**config.mk**
```make
export PLATFORM = sky130hd
export DESIGN_NAME = table_layout_spec_parser
export DESIGN_NICKNAME = d
export VERILOG_FILES = /design/src/hw/rtl/tlsp_pkg.sv /design/src/hw/rtl/table_layout_spec_parser.sv
export SDC_FILE = /design/constraint.sdc
export NUM_CORES = 1
export LEC_CHECK = 0
export ABC_AREA = 0
export BUFFER_PORTS_ARGS = -buffer_cell sky130_fd_sc_hd__buf_2
export CAP_MARGIN = 20
export CORE_ASPECT_RATIO = 0.6
export CORE_MARGIN = 4
export CORE_UTILIZATION = 60
export DETAILED_ROUTE_END_ITERATION = 10
export PLACE_DENSITY_LB_ADDON = 0.2
export SLEW_MARGIN = 25
export SYNTH_ARGS = -nofsm -noshare
export SYNTH_HDL_FRONTEND = slang
export SYNTH_SLANG_ARGS = --single-unit
```
**constraint.sdc**
```tcl
create_clock -name i_clk -period 12 [get_ports i_clk]
set_clock_uncertainty 0.2 [all_clocks]
set_input_delay 0 -clock i_clk [delete_from_list [all_inputs] [get_ports i_clk]]
set_output_delay 0 -clock i_clk [all_outputs]
set_load 0.05 [all_outputs]
```
**src/hw/rtl/tlsp_pkg.sv**
```systemverilog
package tlsp_pkg;

    // field widths of one result beat
    localparam int KIND_W    = 4;
    localparam int SPACING_W = 10;
    localparam int FLAGS_W   = 7;
    localparam int ROW_W     = 8;
    localparam int COL_W     = 8;
    localparam int ERR_W     = 3;
    localparam int POS_W     = 12;

    localparam logic [SPACING_W-1:0] SPACING_MAX = 10'd1023;

    // cell kinds
    localparam logic [KIND_W-1:0] KIND_CENTRE = 4'd0;
    localparam logic [KIND_W-1:0] KIND_RIGHT  = 4'd1;
    localparam logic [KIND_W-1:0] KIND_LEFT   = 4'd2;
    localparam logic [KIND_W-1:0] KIND_NUMBER = 4'd3;
    localparam logic [KIND_W-1:0] KIND_SPAN   = 4'd4;
    localparam logic [KIND_W-1:0] KIND_LONG   = 4'd5;
    localparam logic [KIND_W-1:0] KIND_DOWN   = 4'd6;
    localparam logic [KIND_W-1:0] KIND_HORIZ  = 4'd7;
    localparam logic [KIND_W-1:0] KIND_DHORIZ = 4'd8;
    localparam logic [KIND_W-1:0] KIND_VERT   = 4'd9;
    localparam logic [KIND_W-1:0] KIND_DVERT  = 4'd10;

    // error codes
    localparam logic [ERR_W-1:0] ERR_NONE     = 3'd0;
    localparam logic [ERR_W-1:0] ERR_KEY      = 3'd1;
    localparam logic [ERR_W-1:0] ERR_SPACERS  = 3'd2;
    localparam logic [ERR_W-1:0] ERR_SPACING  = 3'd3;
    localparam logic [ERR_W-1:0] ERR_MODIFIER = 3'd4;
    localparam logic [ERR_W-1:0] ERR_FONT     = 3'd5;

    // modifier flag bit positions
    localparam int FLAG_Z      = 0;
    localparam int FLAG_U      = 1;
    localparam int FLAG_E      = 2;
    localparam int FLAG_T      = 3;
    localparam int FLAG_D      = 4;
    localparam int FLAG_BOLD   = 5;
    localparam int FLAG_ITALIC = 6;

    // characters
    localparam logic [7:0] CH_NUL    = 8'h00;
    localparam logic [7:0] CH_TAB    = 8'h09;
    localparam logic [7:0] CH_CR     = 8'h0D;
    localparam logic [7:0] CH_SPACE  = 8'h20;
    localparam logic [7:0] CH_COMMA  = 8'h2C;
    localparam logic [7:0] CH_PERIOD = 8'h2E;
    localparam logic [7:0] CH_DIG0   = 8'h30;
    localparam logic [7:0] CH_DIG9   = 8'h39;
    localparam logic [7:0] CH_UP_A   = 8'h41;
    localparam logic [7:0] CH_UP_Z   = 8'h5A;
    localparam logic [7:0] CH_CASE   = 8'h20;
    localparam logic [7:0] CH_BAR    = 8'h7C;
    localparam logic [7:0] CH_C      = 8'h63;
    localparam logic [7:0] CH_R      = 8'h72;
    localparam logic [7:0] CH_L      = 8'h6C;
    localparam logic [7:0] CH_N      = 8'h6E;
    localparam logic [7:0] CH_S      = 8'h73;
    localparam logic [7:0] CH_A      = 8'h61;
    localparam logic [7:0] CH_CARET  = 8'h5E;
    localparam logic [7:0] CH_MINUS  = 8'h2D;
    localparam logic [7:0] CH_UNDER  = 8'h5F;
    localparam logic [7:0] CH_EQUAL  = 8'h3D;
    localparam logic [7:0] CH_Z      = 8'h7A;
    localparam logic [7:0] CH_U      = 8'h75;
    localparam logic [7:0] CH_E      = 8'h65;
    localparam logic [7:0] CH_T      = 8'h74;
    localparam logic [7:0] CH_D      = 8'h64;
    localparam logic [7:0] CH_B      = 8'h62;
    localparam logic [7:0] CH_I      = 8'h69;
    localparam logic [7:0] CH_F      = 8'h66;

    typedef struct packed {
        logic              hit;
        logic [KIND_W-1:0] kind;
    } t_key;

    function automatic logic [7:0] to_lower(input logic [7:0] c);
        logic [7:0] r;
        r = c;
        if (c >= CH_UP_A && c <= CH_UP_Z) begin
            r = c + CH_CASE;
        end
        return r;
    endfunction

    function automatic logic is_blank(input logic [7:0] c);
        return (c == CH_SPACE) || (c >= CH_TAB && c <= CH_CR);
    endfunction

    function automatic t_key key_lookup(input logic [7:0] lc);
        t_key k;
        k.hit  = 1'b1;
        k.kind = KIND_CENTRE;
        case (lc)
            CH_C:     k.kind = KIND_CENTRE;
            CH_R:     k.kind = KIND_RIGHT;
            CH_L:     k.kind = KIND_LEFT;
            CH_N:     k.kind = KIND_NUMBER;
            CH_S:     k.kind = KIND_SPAN;
            CH_A:     k.kind = KIND_LONG;
            CH_CARET: k.kind = KIND_DOWN;
            CH_MINUS: k.kind = KIND_HORIZ;
            CH_UNDER: k.kind = KIND_HORIZ;
            CH_EQUAL: k.kind = KIND_DHORIZ;
            CH_BAR:   k.kind = KIND_VERT;
            default:  k.hit  = 1'b0;
        endcase
        return k;
    endfunction

endpackage

```
**src/hw/rtl/table_layout_spec_parser.sv**
```systemverilog
// path: a character beat accepted on the slave side waits in the input register, and its
//   record (if any) is registered in the output register that drives the master side
// throughput: one character per cycle while the master side keeps taking beats
// reset: i_rst_n low at a clock edge clears the parser to the start of the first row,
//   drops any held character and any waiting record
module table_layout_spec_parser #(
    parameter int MAX_SPACING_DIGITS = 3
) (
    input  logic        i_clk,
    input  logic        i_rst_n,
    // slave side: one layout character per beat
    input  logic        i_s_tvalid,
    output logic        o_s_tready,
    input  logic [7:0]  i_s_tdata,   // [7:0] ch
    // master side: one record per beat
    output logic        o_m_tvalid,
    input  logic        i_m_tready,
    output logic [55:0] o_m_tdata,   // [3:0] cell_kind, [13:4] spacing, [20:14] modifier_flags,
                                     // [28:21] row_index, [36:29] column_index,
                                     // [39:37] error_code, [51:40] error_position, [55:52] zero
    output logic        o_m_tuser,   // [0] cell_valid
    output logic        o_m_tlast    // layout_done
);

    // digit counter must hold the limit itself; the accumulated value holds the
    // largest number of the allowed digit count, and at least the spacing range
    localparam int CW = $clog2(MAX_SPACING_DIGITS + 1);
    localparam int DW = $clog2(10 ** MAX_SPACING_DIGITS);
    localparam int VW = (DW > tlsp_pkg::SPACING_W) ? DW : tlsp_pkg::SPACING_W;

    typedef enum logic [2:0] {
        PH_SKIP,     // blanks between cells, waiting for a key
        PH_BAR,      // single bar seen, checking for a second one
        PH_MODS,     // inside a cell, reading modifiers
        PH_DIGITS,   // inside a spacing number
        PH_FONT      // after f, waiting for the font letter
    } t_phase;

    // input stage
    logic                            r_in_vld;
    logic [7:0]                      r_ch;

    // parser state
    t_phase                          r_phase,     n_phase;
    logic [tlsp_pkg::KIND_W-1:0]     r_kind,      n_kind;
    logic [tlsp_pkg::FLAGS_W-1:0]    r_flags,     n_flags;
    logic [tlsp_pkg::SPACING_W-1:0]  r_spacing,   n_spacing;
    logic [CW-1:0]                   r_dcount,    n_dcount;
    logic [VW-1:0]                   r_dval,      n_dval;
    logic [tlsp_pkg::POS_W-1:0]      r_dstart,    n_dstart;
    logic                            r_prev_bar,  n_prev_bar;
    logic [tlsp_pkg::ROW_W-1:0]      r_row,       n_row;
    logic [tlsp_pkg::COL_W-1:0]      r_col,       n_col;
    logic [tlsp_pkg::COL_W-1:0]      r_cell_col,  n_cell_col;
    logic [tlsp_pkg::POS_W-1:0]      r_pos,       n_pos;
    logic [tlsp_pkg::POS_W-1:0]      r_bar_pos,   n_bar_pos;
    logic                            r_aborted,   n_aborted;
    logic                            r_done,      n_done;
    logic                            r_at_start,  n_at_start;
    logic                            r_have_row,  n_have_row;

    // output register
    logic                            r_out_vld;
    logic                            r_o_valid;
    logic [tlsp_pkg::KIND_W-1:0]     r_o_kind;
    logic [tlsp_pkg::SPACING_W-1:0]  r_o_spacing;
    logic [tlsp_pkg::FLAGS_W-1:0]    r_o_flags;
    logic [tlsp_pkg::ROW_W-1:0]      r_o_row;
    logic [tlsp_pkg::COL_W-1:0]      r_o_col;
    logic [tlsp_pkg::ERR_W-1:0]      r_o_err;
    logic [tlsp_pkg::POS_W-1:0]      r_o_epos;
    logic                            r_o_done;

    // record built from the held character
    logic                            e_present;
    logic                            e_valid;
    logic [tlsp_pkg::KIND_W-1:0]     e_kind;
    logic [tlsp_pkg::SPACING_W-1:0]  e_spacing;
    logic [tlsp_pkg::FLAGS_W-1:0]    e_flags;
    logic [tlsp_pkg::ROW_W-1:0]      e_row;
    logic [tlsp_pkg::COL_W-1:0]      e_col;
    logic [tlsp_pkg::ERR_W-1:0]      e_err;
    logic [tlsp_pkg::POS_W-1:0]      e_epos;
    logic                            e_done;

    logic                            w_adv;

    // the held character moves on whenever the output register has room, so a
    // stall on the master side backs up by one beat only
    assign w_adv      = r_in_vld && (!r_out_vld || i_m_tready);
    assign o_s_tready = !r_in_vld || w_adv;

    always_comb begin
        logic [7:0]          c;
        logic [7:0]          lc;
        logic                is_dig;
        logic                dbl;
        logic                run_mods;
        logic                run_skip;
        tlsp_pkg::t_key      key;
        logic [VW+3:0]       acc;

        c        = r_ch;
        lc       = tlsp_pkg::to_lower(r_ch);
        is_dig   = (c >= tlsp_pkg::CH_DIG0) && (c <= tlsp_pkg::CH_DIG9);
        dbl      = (c == tlsp_pkg::CH_BAR);
        key      = tlsp_pkg::key_lookup(lc);
        acc      = ({4'b0, r_dval} << 3) + ({4'b0, r_dval} << 1) + (VW+4)'(c[3:0]);
        run_mods = 1'b0;
        run_skip = 1'b0;

        n_phase    = r_phase;
        n_kind     = r_kind;
        n_flags    = r_flags;
        n_spacing  = r_spacing;
        n_dcount   = r_dcount;
        n_dval     = r_dval;
        n_dstart   = r_dstart;
        n_prev_bar = r_prev_bar;
        n_row      = r_row;
        n_col      = r_col;
        n_cell_col = r_cell_col;
        n_pos      = r_pos;
        n_bar_pos  = r_bar_pos;
        n_aborted  = r_aborted;
        n_done     = r_done;
        n_at_start = r_at_start;
        n_have_row = r_have_row;

        e_present = 1'b0;
        e_valid   = 1'b0;
        e_kind    = '0;
        e_spacing = '0;
        e_flags   = '0;
        e_row     = '0;
        e_col     = '0;
        e_err     = tlsp_pkg::ERR_NONE;
        e_epos    = '0;
        e_done    = 1'b0;

        if (w_adv && !r_done) begin
            if (r_aborted) begin
                // rest of the line is dropped, only the position is tracked
                if (c == tlsp_pkg::CH_NUL) begin
                    n_at_start = 1'b1;
                    n_aborted  = 1'b0;
                    n_pos      = '0;
                    n_phase    = PH_SKIP;
                    n_dcount   = '0;
                    n_dval     = '0;
                end else if (r_pos != '1) begin
                    n_pos = r_pos + 1'b1;
                end
            end else begin
                // every line opens a row
                if (r_at_start) begin
                    if (n_have_row && n_row != '1) begin
                        n_row = n_row + 1'b1;
                    end
                    n_have_row = 1'b1;
                    n_col      = '0;
                    n_prev_bar = 1'b0;
                    n_at_start = 1'b0;
                end

                case (r_phase)
                    PH_SKIP: begin
                        run_skip = 1'b1;
                    end
                    PH_BAR: begin
                        if (n_prev_bar) begin
                            e_present = 1'b1;
                            e_row     = n_row;
                            e_col     = n_col;
                            e_err     = tlsp_pkg::ERR_SPACERS;
                            e_epos    = dbl ? r_pos : r_bar_pos;
                            n_aborted = 1'b1;
                            n_phase   = PH_SKIP;
                        end else begin
                            n_kind     = dbl ? tlsp_pkg::KIND_DVERT : tlsp_pkg::KIND_VERT;
                            n_flags    = '0;
                            n_spacing  = '0;
                            n_dcount   = '0;
                            n_dval     = '0;
                            n_cell_col = n_col;
                            if (n_col != '1) begin
                                n_col = n_col + 1'b1;
                            end
                            n_prev_bar = 1'b1;
                            n_phase    = PH_MODS;
                            // a lone bar hands this character on to the modifiers
                            run_mods   = !dbl;
                        end
                    end
                    PH_MODS: begin
                        run_mods = 1'b1;
                    end
                    PH_DIGITS: begin
                        if (is_dig) begin
                            if (r_dcount == CW'(MAX_SPACING_DIGITS)) begin
                                // too many digits: cell keeps its earlier spacing
                                e_present = 1'b1;
                                e_valid   = 1'b1;
                                e_kind    = r_kind;
                                e_spacing = r_spacing;
                                e_flags   = r_flags;
                                e_row     = n_row;
                                e_col     = r_cell_col;
                                e_err     = tlsp_pkg::ERR_SPACING;
                                e_epos    = r_dstart;
                                n_aborted = 1'b1;
                                n_phase   = PH_SKIP;
                            end else begin
                                n_dcount = r_dcount + 1'b1;
                                n_dval   = acc[VW-1:0];
                            end
                        end else begin
                            if (r_dval > VW'(tlsp_pkg::SPACING_MAX)) begin
                                n_spacing = tlsp_pkg::SPACING_MAX;
                            end else begin
                                n_spacing = r_dval[tlsp_pkg::SPACING_W-1:0];
                            end
                            n_dcount = '0;
                            n_dval   = '0;
                            n_phase  = PH_MODS;
                            run_mods = 1'b1;
                        end
                    end
                    PH_FONT: begin
                        if (lc == tlsp_pkg::CH_B) begin
                            n_flags[tlsp_pkg::FLAG_BOLD] = 1'b1;
                            n_phase = PH_MODS;
                        end else if (lc == tlsp_pkg::CH_I) begin
                            n_flags[tlsp_pkg::FLAG_ITALIC] = 1'b1;
                            n_phase = PH_MODS;
                        end else begin
                            e_present = 1'b1;
                            e_valid   = 1'b1;
                            e_kind    = r_kind;
                            e_spacing = r_spacing;
                            e_flags   = r_flags;
                            e_row     = n_row;
                            e_col     = r_cell_col;
                            e_err     = tlsp_pkg::ERR_FONT;
                            e_epos    = r_pos;
                            n_aborted = 1'b1;
                            n_phase   = PH_SKIP;
                        end
                    end
                    default: begin
                        n_phase = PH_SKIP;
                    end
                endcase

                if (run_mods) begin
                    if (c == tlsp_pkg::CH_NUL || c == tlsp_pkg::CH_SPACE ||
                        c == tlsp_pkg::CH_TAB || c == tlsp_pkg::CH_COMMA ||
                        c == tlsp_pkg::CH_PERIOD) begin
                        // terminator closes the cell, then acts as a separator
                        e_present = 1'b1;
                        e_valid   = 1'b1;
                        e_kind    = n_kind;
                        e_spacing = n_spacing;
                        e_flags   = n_flags;
                        e_row     = n_row;
                        e_col     = n_cell_col;
                        n_phase   = PH_SKIP;
                        run_skip  = 1'b1;
                    end else if (is_dig) begin
                        n_dstart = r_pos;
                        n_dcount = CW'(1);
                        n_dval   = VW'(c[3:0]);
                        n_phase  = PH_DIGITS;
                    end else if (lc == tlsp_pkg::CH_Z) begin
                        n_flags[tlsp_pkg::FLAG_Z] = 1'b1;
                    end else if (lc == tlsp_pkg::CH_U) begin
                        n_flags[tlsp_pkg::FLAG_U] = 1'b1;
                    end else if (lc == tlsp_pkg::CH_E) begin
                        n_flags[tlsp_pkg::FLAG_E] = 1'b1;
                    end else if (lc == tlsp_pkg::CH_T) begin
                        n_flags[tlsp_pkg::FLAG_T] = 1'b1;
                    end else if (lc == tlsp_pkg::CH_D) begin
                        n_flags[tlsp_pkg::FLAG_D] = 1'b1;
                    end else if (lc == tlsp_pkg::CH_B) begin
                        n_flags[tlsp_pkg::FLAG_BOLD] = 1'b1;
                    end else if (lc == tlsp_pkg::CH_I) begin
                        n_flags[tlsp_pkg::FLAG_ITALIC] = 1'b1;
                    end else if (lc == tlsp_pkg::CH_F) begin
                        n_phase = PH_FONT;
                    end else begin
                        e_present = 1'b1;
                        e_valid   = 1'b1;
                        e_kind    = n_kind;
                        e_spacing = n_spacing;
                        e_flags   = n_flags;
                        e_row     = n_row;
                        e_col     = n_cell_col;
                        e_err     = tlsp_pkg::ERR_MODIFIER;
                        e_epos    = r_pos;
                        n_aborted = 1'b1;
                        n_phase   = PH_SKIP;
                    end
                end

                if (run_skip) begin
                    if (c == tlsp_pkg::CH_NUL || tlsp_pkg::is_blank(c)) begin
                        n_phase = PH_SKIP;
                    end else if (c == tlsp_pkg::CH_PERIOD) begin
                        // end of layout, with or without a cell closed by it
                        n_done = 1'b1;
                        if (!e_present) begin
                            e_present = 1'b1;
                            e_row     = n_row;
                            e_col     = n_col;
                        end
                        e_done = 1'b1;
                    end else if (c == tlsp_pkg::CH_COMMA) begin
                        if (n_have_row && n_row != '1) begin
                            n_row = n_row + 1'b1;
                        end
                        n_have_row = 1'b1;
                        n_col      = '0;
                        n_prev_bar = 1'b0;
                    end else if (!key.hit) begin
                        e_present = 1'b1;
                        e_row     = n_row;
                        e_col     = n_col;
                        e_err     = tlsp_pkg::ERR_KEY;
                        e_epos    = r_pos;
                        n_aborted = 1'b1;
                        n_phase   = PH_SKIP;
                    end else if (key.kind == tlsp_pkg::KIND_VERT) begin
                        n_bar_pos = r_pos;
                        n_phase   = PH_BAR;
                    end else begin
                        n_kind     = key.kind;
                        n_flags    = '0;
                        n_spacing  = '0;
                        n_dcount   = '0;
                        n_dval     = '0;
                        n_cell_col = n_col;
                        if (n_col != '1) begin
                            n_col = n_col + 1'b1;
                        end
                        n_prev_bar = 1'b0;
                        n_phase    = PH_MODS;
                    end
                end

                // zero byte ends the line, anything else advances the position
                if (c == tlsp_pkg::CH_NUL) begin
                    n_at_start = 1'b1;
                    n_aborted  = 1'b0;
                    n_pos      = '0;
                    n_phase    = PH_SKIP;
                    n_dcount   = '0;
                    n_dval     = '0;
                end else if (r_pos != '1) begin
                    n_pos = r_pos + 1'b1;
                end
            end
        end
    end

    always_ff @(posedge i_clk) begin
        if (!i_rst_n) begin
            r_in_vld   <= 1'b0;
            r_out_vld  <= 1'b0;
            r_phase    <= PH_SKIP;
            r_kind     <= '0;
            r_flags    <= '0;
            r_spacing  <= '0;
            r_dcount   <= '0;
            r_dval     <= '0;
            r_dstart   <= '0;
            r_prev_bar <= 1'b0;
            r_row      <= '0;
            r_col      <= '0;
            r_cell_col <= '0;
            r_pos      <= '0;
            r_bar_pos  <= '0;
            r_aborted  <= 1'b0;
            r_done     <= 1'b0;
            r_at_start <= 1'b1;
            r_have_row <= 1'b0;
        end else begin
            // input stage
            if (o_s_tready) begin
                r_in_vld <= i_s_tvalid;
                r_ch     <= i_s_tdata;
            end

            r_phase    <= n_phase;
            r_kind     <= n_kind;
            r_flags    <= n_flags;
            r_spacing  <= n_spacing;
            r_dcount   <= n_dcount;
            r_dval     <= n_dval;
            r_dstart   <= n_dstart;
            r_prev_bar <= n_prev_bar;
            r_row      <= n_row;
            r_col      <= n_col;
            r_cell_col <= n_cell_col;
            r_pos      <= n_pos;
            r_bar_pos  <= n_bar_pos;
            r_aborted  <= n_aborted;
            r_done     <= n_done;
            r_at_start <= n_at_start;
            r_have_row <= n_have_row;

            // output register
            if (w_adv && e_present) begin
                r_out_vld   <= 1'b1;
                r_o_valid   <= e_valid;
                r_o_kind    <= e_kind;
                r_o_spacing <= e_spacing;
                r_o_flags   <= e_flags;
                r_o_row     <= e_row;
                r_o_col     <= e_col;
                r_o_err     <= e_err;
                r_o_epos    <= e_epos;
                r_o_done    <= e_done;
            end else if (i_m_tready) begin
                r_out_vld <= 1'b0;
            end
        end
    end

    assign o_m_tvalid = r_out_vld;
    assign o_m_tdata  = {4'b0, r_o_epos, r_o_err, r_o_col, r_o_row,
                         r_o_flags, r_o_spacing, r_o_kind};
    assign o_m_tuser  = r_o_valid;
    assign o_m_tlast  = r_o_done;

endmodule

```
==> summary.txt <==
Critical path
  – Critical Path Sink Type: register
  – WP data arrival: around 5.5 ns
  – Crit Path Category: reg2reg
  – Critical Path RT: ~12 ns
  – Worst-path maximum fanout: 35
  – Crit path launch type: register

STA
  – Hold_ws: just under 0.09 ns
  – Worst Tran Pin Value: 1.053 ns
  – Max-slew headroom: between 20% and 30%
  – Final hold vios: 0
  – Fin crit share: approximately 44%
  – Setup TNS: 0 ns
  – # setup viols final: 0
  – FMAX: around 190 MHz
  – Fin. max-slew vios: 0
  – RSZ-0062 raised after global routing: false
  – Final min period: around 5.3 ns

Routing
  – Avg WL per Cell: 20.97 microns
  – Drt initial violations: roughly 1500
  – Final Routed Wirelength: 28410 microns
  – DRC: 0
  – First drt pass iteration count: 7
  – Vias/cell: 6.689
  – DRT antenna net count: 0
  – Vias post-DR: between 9000 and 10000

Synthesis
  – YS warnings: 0
  – Cells after Synth: between 1000 and 1500
  – Synth Register Bits: between 150 and 200
  – Ys async rst share: 0%
  – Most used DFF post-synth: dfxtp_1
  – Unique masters post-synth: between 80 and 90
  – Cell Area, Synth: between 9000 and 10000 sq um
  – Post-synth EDFFs: 62
  – Seq/Total Area, Yosys: between 40% and 50%
  – Syn avg cell area: 8.564 sq um

Finish
  – FILL cells: between 1000 and 1500
  – N_diodes: 0
  – Layout area overhead: 12.01%
  – Nets@finish: 1174
  – Fin util: between 60% and 70%
  – Multi-input gate area: a little over 5000 sq um
  – Most common cell after layout, fill and taps aside: nand2_1
  – Area occupied by registers: between 3000 and 4000 sq um
  – Layout cells sized above 1: around an eighth
  – Most frequent cells in the layout: nand2_1 (139), dfxtp_1 (103), nor2_1 (98)

Power and ir drop
  – Clock power frac: between 40% and 50%
  – Internal: 931.7 uW
  – Power per cell area: about 120 nW/um^2
  – Max VDD drop: approximately 0.099 mV
  – Sequential Power Share: a little under half
  – Switching portion of total power: between 20% and 30%
  – Switching power: 349.2 uW
  – P_leak: around 0.0036 uW
  – Comb power frac: 8.5%

Worst hold path
  – HP Class: in2reg

Global routing
  – Vias in the first global route: between 8000 and 9000
  – First-pass GRT wire length: about 45000 microns
  – All-layer global routing usage: 31.52%
  – Gr ovfl total: 0
  – Antenna violations before repair: 0
  – Largest net degree at the start of global routing: 50

Clocking
  – H-tree depth: 4
  – Setup Fix Bufs, Post-CTS: 0
  – Clk_lat worst skew: approximately 0.43 ns
  – CTS sink cnt: 165
  – Root Driver: clkbuf_16
  – TritonCTS buffer count: 17
  – CTS tree: done
  – Clock buffer depth: 2
  – Clk slew on worst S/H paths: roughly 0.070 ns
  – Post-CTS sizing: 0

Run
  – Number of max-cap violations: 0

Floorplanning
  – Die area: around 18000 sq um
  – Die Ht: about 110 microns
  – I/O pin count: 72
  – DIE WIDTH: between 150 and 200 microns
  – Rows: 35
  – Initial Utilization: between 60% and 70%
  – Core ar.: 15370 sq um

Place
  – I/O Buffers: 67
  – RD Place Congestion: ~1
  – DP HPWL: 19720 microns

Run status
  – Status: finished, final reports clean
[Yosys cell counts, types with 10 or more instances]
cell type / count / share of area [%]
a21oi_1: 95 / 5.0
a22o_1: 18 / 1.7
a22oi_1: 12 / 0.95
a31oi_1: 14 / 0.93
and2_1: 23 / 1.5
buf_2: 10 / 0.53
clkbuf_1: 62 / 2.5
dfxtp_1: 103 / 22
edfxtp_1: 62 / 20
ha_1: 21 / 2.8
inv_1: 25 / 0.99
mux2i_1: 23 / 2.4
nand2_1: 139 / 5.5
nand2b_1: 14 / 0.93
nand3_1: 39 / 2.1
nand4_1: 18 / 1.2
nor2_1: 99 / 3.9
nor2b_1: 17 / 1.1
nor3_1: 24 / 1.3
nor4_1: 10 / 0.66
o21ai_0: 41 / 2.2
o21ai_1: 12 / 0.64
o22ai_1: 12 / 0.79
o2bb2ai_1: 13 / 1.2
xnor2_1: 14 / 1.3
xor2_1: 12 / 1.1
[path summary, 6_finish.rpt]
check / from / end / slack (ns) / cells past startpoint
max: r_ch[1] / o_m_tvalid / 6.66 / 10
min: i_s_tdata[2] / r_ch[2] / 0.09 / 2
max reg2reg: r_ch[1] / o_m_tvalid / 6.66 / 10
min reg2reg: r_kind[1] / r_kind[1] / 0.26 / 2
[cells by family after synthesis]
logic type	share of synthesized area [%]
AND/OR/NAND/NOR	22.85
flip-flops	41.54
multiplexers	2.675
buffers and inverters	4.583
XOR/XNOR	2.411
other	0.03970
adder cells (fa/ha/maj)	3.205
AO/OA/AOI/OAI	22.70
[power groups by stage]
stage	combinational (uW)	clock (uW)	sequential [uW]
2_1_floorplan	61.4	0	631
3_3_place_gp	102	0	618
3_5_place_dp	103	0	619
4_1_cts	107	565	606
5_1_grt	117	593	609
6_report	109	564	608
[critical path, stage by stage, from the launching register on]
cell,delay [ns]
edfxtp_1,0.78
nor4_1,0.80
a311o_1,0.29
o21a_1,0.25
a21o_1,0.19
nand3_1,0.38
nor4b_1,0.57
o41a_2,0.58
buf_4,0.50
a21o_1,0.15
dlygate4sd3_1,0.55
[area by class of cell]
cell class / instances / area share (%)
multi-input combinational: 835 / 48.49
clock inverter: 14 / 1.655
tap: 203 / 2.400
inverter: 26 / 0.9223
timing repair buffer: 94 / 5.392
sequential: 165 / 37.08
clock buffer: 18 / 4.056
[sequential cells by signal (all words and copies together) (netlist names), 10 cells and up]
| register | count |
|---|---|
| r_bar_pos | 12 |
| r_dstart | 12 |
| r_o_epos | 12 |
| r_pos | 12 |
| r_dval | 10 |
| r_o_spacing | 10 |
| r_spacing | 10 |
[per-stage QoR]
step	total power (uW)	area, sq um	cells	worst slack, ns
2_1_floorplan	692.4	9458	1106	7.738
3_3_place_gp	720.6	9844	1310	7.474
3_5_place_dp	722.0	9844	1310	7.255
4_1_cts	1278	10580	1355	6.825
5_1_grt	1318	10580	1355	6.298
6_report	1281	10580	1355	6.663
[what timing repair did]
item	in CTS	in global routing
hold buffers	13	0
endpoints found under the hold margin	23	0
endpoints found under the setup margin	0	0
[routing by layer]
| metal | GRT usage (%) | up-vias | share of wire [%] |
|---|---|---|---|
| met2 | 42.59 | 641 | 40 |
| met4 | 5.812 | 0 | 1.1 |
| met1 | 48.37 | 4238 | 44 |
| li1 | - | 4136 | - |
| met5 | 0 | - | 0 |
| met3 | 11.27 | 48 | 15 |
Note: power is estimated with default switching activity, not from simulation.
